**src/rtl/bbc_pkg.sv**
```systemverilog
// ----------------------------------------------------------------------------
// bbc_pkg
// Types, constants and codes shared by the bracket balance checker modules.
// ----------------------------------------------------------------------------
`default_nettype none

package bbc_pkg;

    localparam int STACK_DEPTH  = 32;
    localparam int LINE_BITS    = 16;
    localparam int STACK_ADDR_W = $clog2(STACK_DEPTH);
    localparam int STACK_CNT_W  = $clog2(STACK_DEPTH + 1);

    // Output item payload: error_code, bracket_kind, line_number, balanced.
    localparam int OUT_FIELD_W = 3 + 3 + LINE_BITS + 1;
    localparam int OUT_DATA_W  = ((OUT_FIELD_W + 7) / 8) * 8;
    localparam int OUT_BAL_BIT = 3 + 3 + LINE_BITS;

    // Characters the lexer reacts to.
    localparam logic [7:0] CH_NL     = 8'h0A;
    localparam logic [7:0] CH_DQUOTE = 8'h22;
    localparam logic [7:0] CH_SQUOTE = 8'h27;
    localparam logic [7:0] CH_LPAREN = 8'h28;
    localparam logic [7:0] CH_RPAREN = 8'h29;
    localparam logic [7:0] CH_STAR   = 8'h2A;
    localparam logic [7:0] CH_SLASH  = 8'h2F;
    localparam logic [7:0] CH_LBRACK = 8'h5B;
    localparam logic [7:0] CH_BSLASH = 8'h5C;
    localparam logic [7:0] CH_RBRACK = 8'h5D;
    localparam logic [7:0] CH_LBRACE = 8'h7B;
    localparam logic [7:0] CH_RBRACE = 8'h7D;

    // Bracket kinds; a closer is its opener plus BK_CLOSE_OFS.
    localparam logic [2:0] BK_PAREN     = 3'd0;
    localparam logic [2:0] BK_BRACE     = 3'd1;
    localparam logic [2:0] BK_BRACK     = 3'd2;
    localparam logic [2:0] BK_RPAREN    = 3'd3;
    localparam logic [2:0] BK_RBRACE    = 3'd4;
    localparam logic [2:0] BK_RBRACK    = 3'd5;
    localparam logic [2:0] BK_CLOSE_OFS = 3'd3;

    typedef enum logic [2:0] {
        MODE_NORMAL,
        MODE_LINE_CMT,
        MODE_BLOCK_CMT,
        MODE_STRING,
        MODE_STRING_ESC,
        MODE_CHAR_OPEN,
        MODE_CHAR_ESC,
        MODE_CHAR_CLOSE
    } lex_mode_t;

    typedef enum logic [1:0] {
        RES_ERROR,
        RES_ENTRY,
        RES_VERDICT
    } res_kind_t;

    typedef enum logic [2:0] {
        ERR_NONE,
        ERR_OPEN_STRING,
        ERR_BAD_CHAR,
        ERR_OPEN_BLOCK,
        ERR_STACK_FULL
    } err_code_t;

    typedef struct packed {
        lex_mode_t            mode;
        logic [LINE_BITS-1:0] line;
        logic [LINE_BITS-1:0] cmt_line;
        logic [7:0]           held;
        logic                 pslash;
    } lex_state_t;

    localparam lex_state_t LEX_RESET = '{
        mode:     MODE_NORMAL,
        line:     LINE_BITS'(1),
        cmt_line: '0,
        held:     '0,
        pslash:   1'b0
    };

    // What one byte does to the stack and the error stream.
    typedef struct packed {
        logic                 push;
        logic                 pop;
        logic                 ovf;
        logic [2:0]           kind;
        logic                 err_valid;
        err_code_t            err_code;
        logic [LINE_BITS-1:0] err_line;
    } lex_act_t;

    typedef struct packed {
        logic [2:0]           kind;
        logic [LINE_BITS-1:0] line;
    } stack_entry_t;

    typedef struct packed {
        res_kind_t            kind;
        err_code_t            err_code;
        logic [2:0]           bkind;
        logic [LINE_BITS-1:0] line;
        logic                 balanced;
        logic                 last;
    } result_t;

endpackage

`default_nettype wire

```
**src/rtl/bbc_lexer.sv**
```systemverilog
// ----------------------------------------------------------------------------
// bbc_lexer
// Next-state decode of the lexer for one byte, with the stack action it causes.
// ----------------------------------------------------------------------------
`default_nettype none

module bbc_lexer
    import bbc_pkg::*;
(
    input  wire lex_state_t cur,
    input  wire logic [7:0] ch,
    input  wire logic       stack_empty,
    input  wire logic       stack_full,
    input  wire logic [2:0] top_kind,
    output      lex_state_t nxt,
    output      lex_act_t   act
);

    logic [LINE_BITS-1:0] line_inc;

    assign line_inc = (cur.line == {LINE_BITS{1'b1}}) ? cur.line : cur.line + LINE_BITS'(1);

    always_comb
    begin
        logic       handled;
        logic       is_open;
        logic       is_close;
        logic [2:0] bk;

        nxt      = cur;
        act      = '0;
        handled  = 1'b0;
        is_open  = 1'b0;
        is_close = 1'b0;
        bk       = BK_PAREN;
        act.err_line = cur.line;

        unique case (cur.mode)
            MODE_NORMAL:
            begin
                if (cur.pslash)
                begin
                    nxt.pslash = 1'b0;
                    if (ch == CH_SLASH)
                    begin
                        nxt.mode = MODE_LINE_CMT;
                        handled  = 1'b1;
                    end
                    else if (ch == CH_STAR)
                    begin
                        nxt.mode     = MODE_BLOCK_CMT;
                        nxt.cmt_line = cur.line;
                        nxt.held     = '0;
                        handled      = 1'b1;
                    end
                end
                if (!handled)
                begin
                    unique case (ch)
                        CH_NL:     nxt.line   = line_inc;
                        CH_SLASH:  nxt.pslash = 1'b1;
                        CH_DQUOTE: nxt.mode   = MODE_STRING;
                        CH_SQUOTE: nxt.mode   = MODE_CHAR_OPEN;
                        CH_LPAREN: begin is_open  = 1'b1; bk = BK_PAREN;  end
                        CH_LBRACE: begin is_open  = 1'b1; bk = BK_BRACE;  end
                        CH_LBRACK: begin is_open  = 1'b1; bk = BK_BRACK;  end
                        CH_RPAREN: begin is_close = 1'b1; bk = BK_RPAREN; end
                        CH_RBRACE: begin is_close = 1'b1; bk = BK_RBRACE; end
                        CH_RBRACK: begin is_close = 1'b1; bk = BK_RBRACK; end
                        default:   ;
                    endcase
                end
                // A closer that does not match the top is pushed like an opener.
                if (is_close && !stack_empty && (top_kind == bk - BK_CLOSE_OFS))
                begin
                    act.pop = 1'b1;
                end
                else if (is_open || is_close)
                begin
                    if (stack_full)
                    begin
                        act.ovf       = 1'b1;
                        act.err_valid = 1'b1;
                        act.err_code  = ERR_STACK_FULL;
                    end
                    else
                    begin
                        act.push = 1'b1;
                        act.kind = bk;
                    end
                end
            end
            MODE_LINE_CMT:
            begin
                if (ch == CH_NL)
                begin
                    nxt.line = line_inc;
                    nxt.mode = MODE_NORMAL;
                end
            end
            MODE_BLOCK_CMT:
            begin
                if (ch == CH_NL)
                begin
                    nxt.line = line_inc;
                end
                if (cur.held == CH_STAR && ch == CH_SLASH)
                begin
                    nxt.mode = MODE_NORMAL;
                    nxt.held = '0;
                end
                else
                begin
                    nxt.held = ch;
                end
            end
            MODE_STRING:
            begin
                if (ch == CH_NL)
                begin
                    act.err_valid = 1'b1;
                    act.err_code  = ERR_OPEN_STRING;
                    nxt.mode      = MODE_NORMAL;
                    nxt.line      = line_inc;
                end
                else if (ch == CH_BSLASH)
                begin
                    nxt.mode = MODE_STRING_ESC;
                end
                else if (ch == CH_DQUOTE)
                begin
                    nxt.mode = MODE_NORMAL;
                end
            end
            MODE_STRING_ESC:
            begin
                if (ch == CH_NL)
                begin
                    nxt.line = line_inc;
                end
                nxt.mode = MODE_STRING;
            end
            MODE_CHAR_OPEN:
            begin
                if (ch == CH_NL || ch == CH_SQUOTE)
                begin
                    act.err_valid = 1'b1;
                    act.err_code  = ERR_BAD_CHAR;
                    nxt.mode      = MODE_NORMAL;
                    if (ch == CH_NL)
                    begin
                        nxt.line = line_inc;
                    end
                end
                else if (ch == CH_BSLASH)
                begin
                    nxt.mode = MODE_CHAR_ESC;
                end
                else
                begin
                    nxt.mode = MODE_CHAR_CLOSE;
                end
            end
            MODE_CHAR_ESC:
            begin
                if (ch == CH_NL)
                begin
                    act.err_valid = 1'b1;
                    act.err_code  = ERR_BAD_CHAR;
                    nxt.mode      = MODE_NORMAL;
                    nxt.line      = line_inc;
                end
                else
                begin
                    nxt.mode = MODE_CHAR_CLOSE;
                end
            end
            MODE_CHAR_CLOSE:
            begin
                nxt.mode = MODE_NORMAL;
                if (ch != CH_SQUOTE)
                begin
                    act.err_valid = 1'b1;
                    act.err_code  = ERR_BAD_CHAR;
                    if (ch == CH_NL)
                    begin
                        nxt.line = line_inc;
                    end
                end
            end
        endcase
    end

endmodule

`default_nettype wire

```
**config.mk**
```make
export PLATFORM = sky130hd
export DESIGN_NAME = bbc_lexer
export DESIGN_NICKNAME = d
export VERILOG_FILES = /design/src/rtl/bbc_pkg.sv /design/src/rtl/bbc_lexer.sv
export SDC_FILE = /design/constraint.sdc
export NUM_CORES = 1
export LEC_CHECK = 0
export BUFFER_PORTS_ARGS = -buffer_cell sky130_fd_sc_hd__buf_4
export CAP_MARGIN = 5
export CORE_MARGIN = 10
export CORE_UTILIZATION = 37
export DETAILED_ROUTE_END_ITERATION = 10
export PLACE_DENSITY = 0.8
export SLEW_MARGIN = 20
export SYNTH_ARGS = -nofsm -noshare
export SYNTH_HDL_FRONTEND = slang
export SYNTH_SLANG_ARGS = --single-unit
```
**constraint.sdc**
```tcl
create_clock -name vclk -period 2.4
set_input_delay 0.24 -clock vclk [all_inputs]
set_output_delay 0.24 -clock vclk [all_outputs]
set_load 0.1 [all_outputs]
```
==> Word level (Yosys, flattened, before mapping) <==
Cells that the tools add are included.
{ "word_totals": {"reg_bits": 0, "latch_bits": 0, "ram_bits": 0, "mem_bits_ro": 0, "in_bits": 57, "output_inout_bits": 70, "word_cells": 89, "n_memories": 0} }
{ "op_classes": {"n_addsub": 2, "n_mul": 0, "n_div": 0, "order_cmp": 0, "eq_ne": 23, "n_shift": 0, "n_mux": 55, "bitwise": 0, "n_reduce_logical": 9} }
{ "ops": {"columns": ["operator", "n"], "rows": [
  ["$pmux W19 S8", 1],
  ["$mux W16", 5],
  ["$eq A8 B6 Y1 const B", 7],
  ["$mux W24", 2],
  ["$eq A8 B7 Y1 const B", 5],
  ["$mux W19", 2],
  ["$mux W3", 12],
  ["$mux W25", 1],
  ["$mux W8", 3],
  ["$mux W4", 5],
  ["$pmux W4 S5", 1],
  ["$mux W1", 19],
  ["$add A16 B1 Y16 const B", 1],
  ["$eq A16 B16 Y1 const B", 1],
  ["$pmux W8 S2", 1],
  ["$pmux W3 S5", 1],
  ["$eq A3 B3 Y1 const B", 4],
  ["$eq A8 B4 Y1 const B", 1],
  ["$ne A8 B6 Y1 const B", 1],
  ["$eq A3 B2 Y1 const B", 2],
  ["$mux W6", 1],
  ["$pmux W3 S2", 1],
  ["$reduce_or A3 Y1", 2],
  ["$eq A3 B1 Y1 const B", 1],
  ["6 further kinds", 9]
]} }

==> Longest topological paths before layout <==
Gate-level depths: netlist of run 1.
{ "depth": {"depth_word": 12, "mapped_depth": 12, "depth_no_buf": 11} }

==> Least setup slack after synthesis of run 1 <==
Ideal clock, no wire load.
{ "synth_path": {"kind": "input port to output port", "from": "input port ch[4]", "to": "output port act[19] (netlist name)", "t_arrival_ps": 4157, "required_time_ps": 2160, "slack_ps": -1997, "stages": 6, "path_buffers": 1, "path_cell_list": "clkbuf_1 > nor4b_1 > a41oi_1 > a211oi_1 > or2_2 > a31o_2"} }
{ "synth_rtl": {"columns": ["item", "line", "source"], "rows": [
  ["start, declared", "bbc_lexer.sv:11", "input wire logic [7:0] ch,"],
  ["end, declared", "bbc_lexer.sv:16", "output lex_act_t act"]
]} }

==> impl_metrics.yaml, run 1 <==
outcome:
  status: "finished, violations left"
  violations: "setup timing"
worst_setup_path:
  crit_arrival_ns: 2.45
  critPathKind: "in -> out"
  critical_path.max_fanout: 5
  critical_path_required_ns: 2.16
  crit_path_start_kind: "input pin"
  crit_path_end_kind: "primary output"
  crit_end: "act[19]"
  startpoint: "ch[4]"
drt:
  ant_nets: 0
  via_count: 2754
  drtIter0Drc: 387
  firstDrtPassIters: 5
  wire_per_inst_um: 27.8
  drt_drc_violations_left: 0
  viasPerCell: 6.67
  wirelength_mm: 11.5
sta:
  whs_ns: 0.847
  tightest_slew_ns: 0.547
  max_freq_mhz: 371
  report.final.slew_viol_count: 0
  max-slew-margin-rel_pct: 63.3
  fin_crit_ns: 2.69
  fin_ws_ns: -0.294
  finalHoldViolCount: 0
  finalCritPeriodShare_pct: 112
  rsz0062_at_grt: "yes"
  setup_viol: 39
power_and_ir_drop:
  ir_drop_v: 0.000224
  power.total_mw: 1.03
  p_per_area_nw_per_um2: 269
  leakagePower_nw: 1.74
yosys:
  syn_area_um2: 1510
  synth.area.mux_share_pct: 15.5
  yosysUniqueCellTypes: 58
  yosys.area_share.simple_pct: 38.7
  synth_xor_area_share_pct: 9.27
  yosysWarnings: 0
  yosys.area.top_type: "mux2_2"
  synth_compound_area_share_pct: 20.4
  synthCells: 208
  yosys.area.top_type_share_pct: 13.4
  synth_area_per_cell_um2: 7.27
  synth_fp_nets: 267
  synth.yosys.seq_area_share_pct: 0
  synthAdderAreaFrac_pct: 1.66
  synth_top_family_by_area: "simple AND/OR/NAND/NOR gates"
  synth_area_leaders: "mux2_2, buf_4, xnor2_1"
global_routing:
  grt_max_degree: 17
  grt_pass1_vias: 2458
  gr-usage-all-layers_pct: 20.4
  grt_pass1_wl_mm: 12.5
  grt_antenna_before_repair: 0
  grt_overflow: 0
finish:
  layout.nets: 424
  n_antenna_cell: 0
  final_cell_area_um2: 3820
  nClkBuffers: 0
  design.seq.count: 0
  drive_gt1_share_pct: 76.0
  area_growth_pct: 153
  area.sequential_um2: 0
placed_design:
  io_buffers: 127
  dpl_cell_area_um2: 3060
  globalplace.congestion: 0.864
  place_hpwl_mm: 6.00
  dp_slack_ns: -0.298
floorplanning:
  ios: 127
  rows: 23
  dieArea_um2: 7040
  fp.dieH_um: 83.9
  core-area_um2: 3970
  die_x_um: 83.9
  initial_core_util_pct: 38.1
hold_path:
  hold_path.class: "in -> out"
run:
  max_cap_viol_count: 0
[worst max-delay path: stages]
cell	delay [ns]
buf_8	0.11
and4b_2	0.27
o21bai_4	0.17
inv_2	0.07
a31oi_4	0.19
nor2_2	0.06
ha_2	0.21
xor2_2	0.16
xnor2_1	0.19
o2111a_2	0.29
nand2_4	0.10
a31o_4	0.26
buf_12	0.16
[stage by stage]
stage          util (%)  TNS (ns)  instances
4_1_cts            87.6     -2.07        402
3_5_place_dp       77.0     -4.58        399
3_3_place_gp       77.0     -4.12        399
6_report           96.3     -6.42        413
5_1_grt            96.3     -8.59        413
2_1_floorplan         -     -4.50        208
[what timing repair did]
action	4_1_cts	5_1_grt
setup buffers	3	10
hold buffers	0	0
gates resized for setup	93	56
gates cloned	0	1
endpoints found under the setup margin	43	47
pin swaps	10	22
hold endpoints to repair	0	0
[layer usage]
metal / wire (µm) / GRT usage [%] / up-vias
li1: - / - / 1094
met1: 3710 / 20.5 / 1257
met2: 5420 / 39.1 / 304
met3: 1400 / 7.42 / 99
met4: 935 / 3.81 / 0
met5: 0 / 0 / -
[cell usage after synthesis (all sizes together), types with 6 or more instances]
| cell | count |
|---|---|
| a22o | 9 |
| and3 | 10 |
| buf | 23 |
| clkbuf | 6 |
| inv | 7 |
| mux2 | 19 |
| nand2 | 15 |
| nand3 | 8 |
| nand4 | 7 |
| nor2 | 13 |
| nor3 | 12 |
| xnor2 | 12 |
[cells in the final DEF (no fill, tap or decap), drive strengths merged, types with 3 or more instances in the layout]
master / instances
and3: 10
a31oi: 4
nand3: 8
mux2: 19
a21oi: 4
o21ai: 4
nor4b: 5
a41oi: 3
nor2: 13
xor2: 4
and4b: 3
nand2: 15
xnor2: 12
buf: 182
nor4: 3
nand4: 7
inv: 7
nor3: 12
a22o: 9
[cells by family after synthesis]
kind of cell               count (synthesis)
and+or+nand+nor                           93
AOI/OAI and AO/OA                         40
buffers and inverters                     36
muxes                                     21
xor gates and xnor gates                  16
adders and majority gates                  2
[power breakdown]
part / leakage, nW / switching (mW) / internal [mW]
registers: 0 / 0 / 0
logic: 1.74 / 0.686 / 0.344
clock network: 0 / 0 / 0
[worst min path at each step]
stage          slack, ns      end     from  depth (start not counted)
6_report            0.85  act[12]  cur[37]                          2
5_1_grt             0.85  act[12]  cur[37]                          2
4_1_cts             0.84  act[12]  cur[37]                          2
3_5_place_dp        0.84  act[12]  cur[37]                          2
3_3_place_gp        0.84  act[12]  cur[37]                          2
2_1_floorplan       0.68  nxt[33]  cur[33]                          1
[area by class of cell]
| type | count | area [µm²] |
|---|---|---|
| multi-input cells | 172 | 1860 |
| fillers | 83 | 148 |
| well taps | 50 | 62.6 |
| inverters | 7 | 26.3 |
| repair buffers | 184 | 1880 |
Note: power is estimated with default switching activity, not from simulation.
==> run 2, diff against run 1 <==
--- a/config.mk
+++ b/config.mk
@@ -8,10 +8,9 @@
 export BUFFER_PORTS_ARGS = -buffer_cell sky130_fd_sc_hd__buf_4
 export CAP_MARGIN = 5
 export CORE_MARGIN = 10
-export CORE_UTILIZATION = 37
+export CORE_UTILIZATION = 35
 export DETAILED_ROUTE_END_ITERATION = 10
-export PLACE_DENSITY = 0.8
-export SLEW_MARGIN = 20
+export PLACE_DENSITY = 0.73
 export SYNTH_ARGS = -nofsm -noshare
 export SYNTH_HDL_FRONTEND = slang
 export SYNTH_SLANG_ARGS = --single-unit
==> constraint.sdc (replaced) <==
create_clock -name vclk -period 3.2
set_input_delay 0.32 -clock vclk [all_inputs]
set_output_delay 0.32 -clock vclk [all_outputs]
set_load 0.1 [all_outputs]
==> impl_metrics.yaml, run 2 (synthesized netlist as in run 1, its figures left out) <==
floorplanning:
  dieArea_um2: 7350
  fp.dieH_um: 85.7
  die_x_um: 85.7
  ios: 127
  core-area_um2: 4090
  rows: 23
  initial_core_util_pct: 37.0
placed_design:
  io_buffers: 127
  place_hpwl_mm: 5.46
  dp_slack_ns: 0.205
  globalplace.congestion: 0.849
drt:
  drt_drc_violations_left: 0
  ant_nets: 0
  wirelength_mm: 6.32
  drtIter0Drc: 140
  viasPerCell: 5.58
  firstDrtPassIters: 4
  via_count: 1999
  wire_per_inst_um: 17.7
finish:
  n_antenna_cell: 0
  layout_common_cells: "buf_4, mux2_2, nand2_1"
  drive_gt1_share_pct: 58.8
  nFillCells: 381
  design.seq.count: 0
  multi_input_area_um2: 1440
  mostFrequentLayoutCell: "buf_4"
  nClkBuffers: 0
  layout.nets: 369
  area.sequential_um2: 0
  area_growth_pct: 65.1
  final_core_util_pct: 61.1
worst_setup_path:
  crit_path_frequent_cell: "buf_4"
  crit_arrival_ns: 2.67
  critical_path.max_fanout: 13
  slowest_stage: "nor4b_1"
  crit_path_end_kind: "primary output"
  cpPeakStageDelay_ns: 0.40
  critical_path_required_ns: 2.88
  critPathKind: "in -> out"
  path_buf_inv: 3
  critPathTopFamily: "compound AO/OA/AOI/OAI gates"
  path_cells: "buf_4 > nor4b_1 > o21bai_1 > inv_1 > a31oi_4 > nor2_1 > ha_1 > xor2_1 > xnor2_1 > o2111a_1 > nand2_1 > a31o_2 > buf_4"
  crit_path_start_kind: "input pin"
sta:
  setup_viol: 0
  finalSetupTns_ns: 0
  report.final.slew_viol_count: 0
  finalCritPeriodShare_pct: 93.5
  rsz0062_at_grt: "no"
  fin_ws_ns: 0.209
  max-slew-margin-rel_pct: 29.0
  finalHoldViolCount: 0
  max_freq_mhz: 334
  tightest_slew_ns: 1.06
  fin_crit_ns: 2.99
power_and_ir_drop:
  comb_power_share_pct: 100.0
  switchingPower_mw: 0.443
  p_int_mw: 0.151
  switching_share_pct: 74.5
  leakagePower_nw: 1.23
  ir_drop_v: 0.000148
  p_per_area_nw_per_um2: 238
  p_clk_share_pct: 0
  pwr-share-seq_pct: 0
clock_network:
  cts_resized: 0
  hold_buffers: 0
  post-cts-setup-buffers: 0
outcome:
  status: "completed"
global_routing:
  grt_overflow: 0
  grt_pass1_wl_mm: 10.1
  grt_pass1_vias: 2091
  gr-usage-all-layers_pct: 15.7
  grt_max_degree: 16
  grt_antenna_before_repair: 0
hold_path:
  hold_path.class: "in -> out"
run:
  max_cap_viol_count: 0
-- run 2: final timing paths --
check  cells after the start      end  startpoint
max                       13  act[19]       ch[2]
min                        2  act[12]     cur[37]
-- run 2: stage by stage --
step                area [µm²]  total power, mW  hold slack (ns)  std cells
floorplan                 1660            0.452            0.852        208
global placement          2500            0.594             1.00        358
detailed placement        2500            0.596             1.00        358
CTS                       2500            0.597             1.00        358
global route              2500            0.618             1.01        358
finish                    2500            0.594             1.00        358
-- run 2: layer usage --
layer  track usage [%]  part of all wire (%)
met3              7.85                    14
met1              17.8                    39
met4             0.150                     0
met2              27.3                    48
met5                 0                     0
-- run 2: cell type report --
cell class / count / share of cell area, %
timing repair buffer: 129 / 38.8
multi-input combinational: 172 / 57.6
inverter: 7 / 1.05
tap: 50 / 2.51
-- run 2: power groups by stage --
stage	Combinational (mW)	Sequential, mW	Clock (mW)
final	0.594	0	0
after global routing	0.618	0	0
after CTS	0.597	0	0
after detailed placement	0.596	0	0
after global placement	0.594	0	0
after floorplan	0.452	0	0
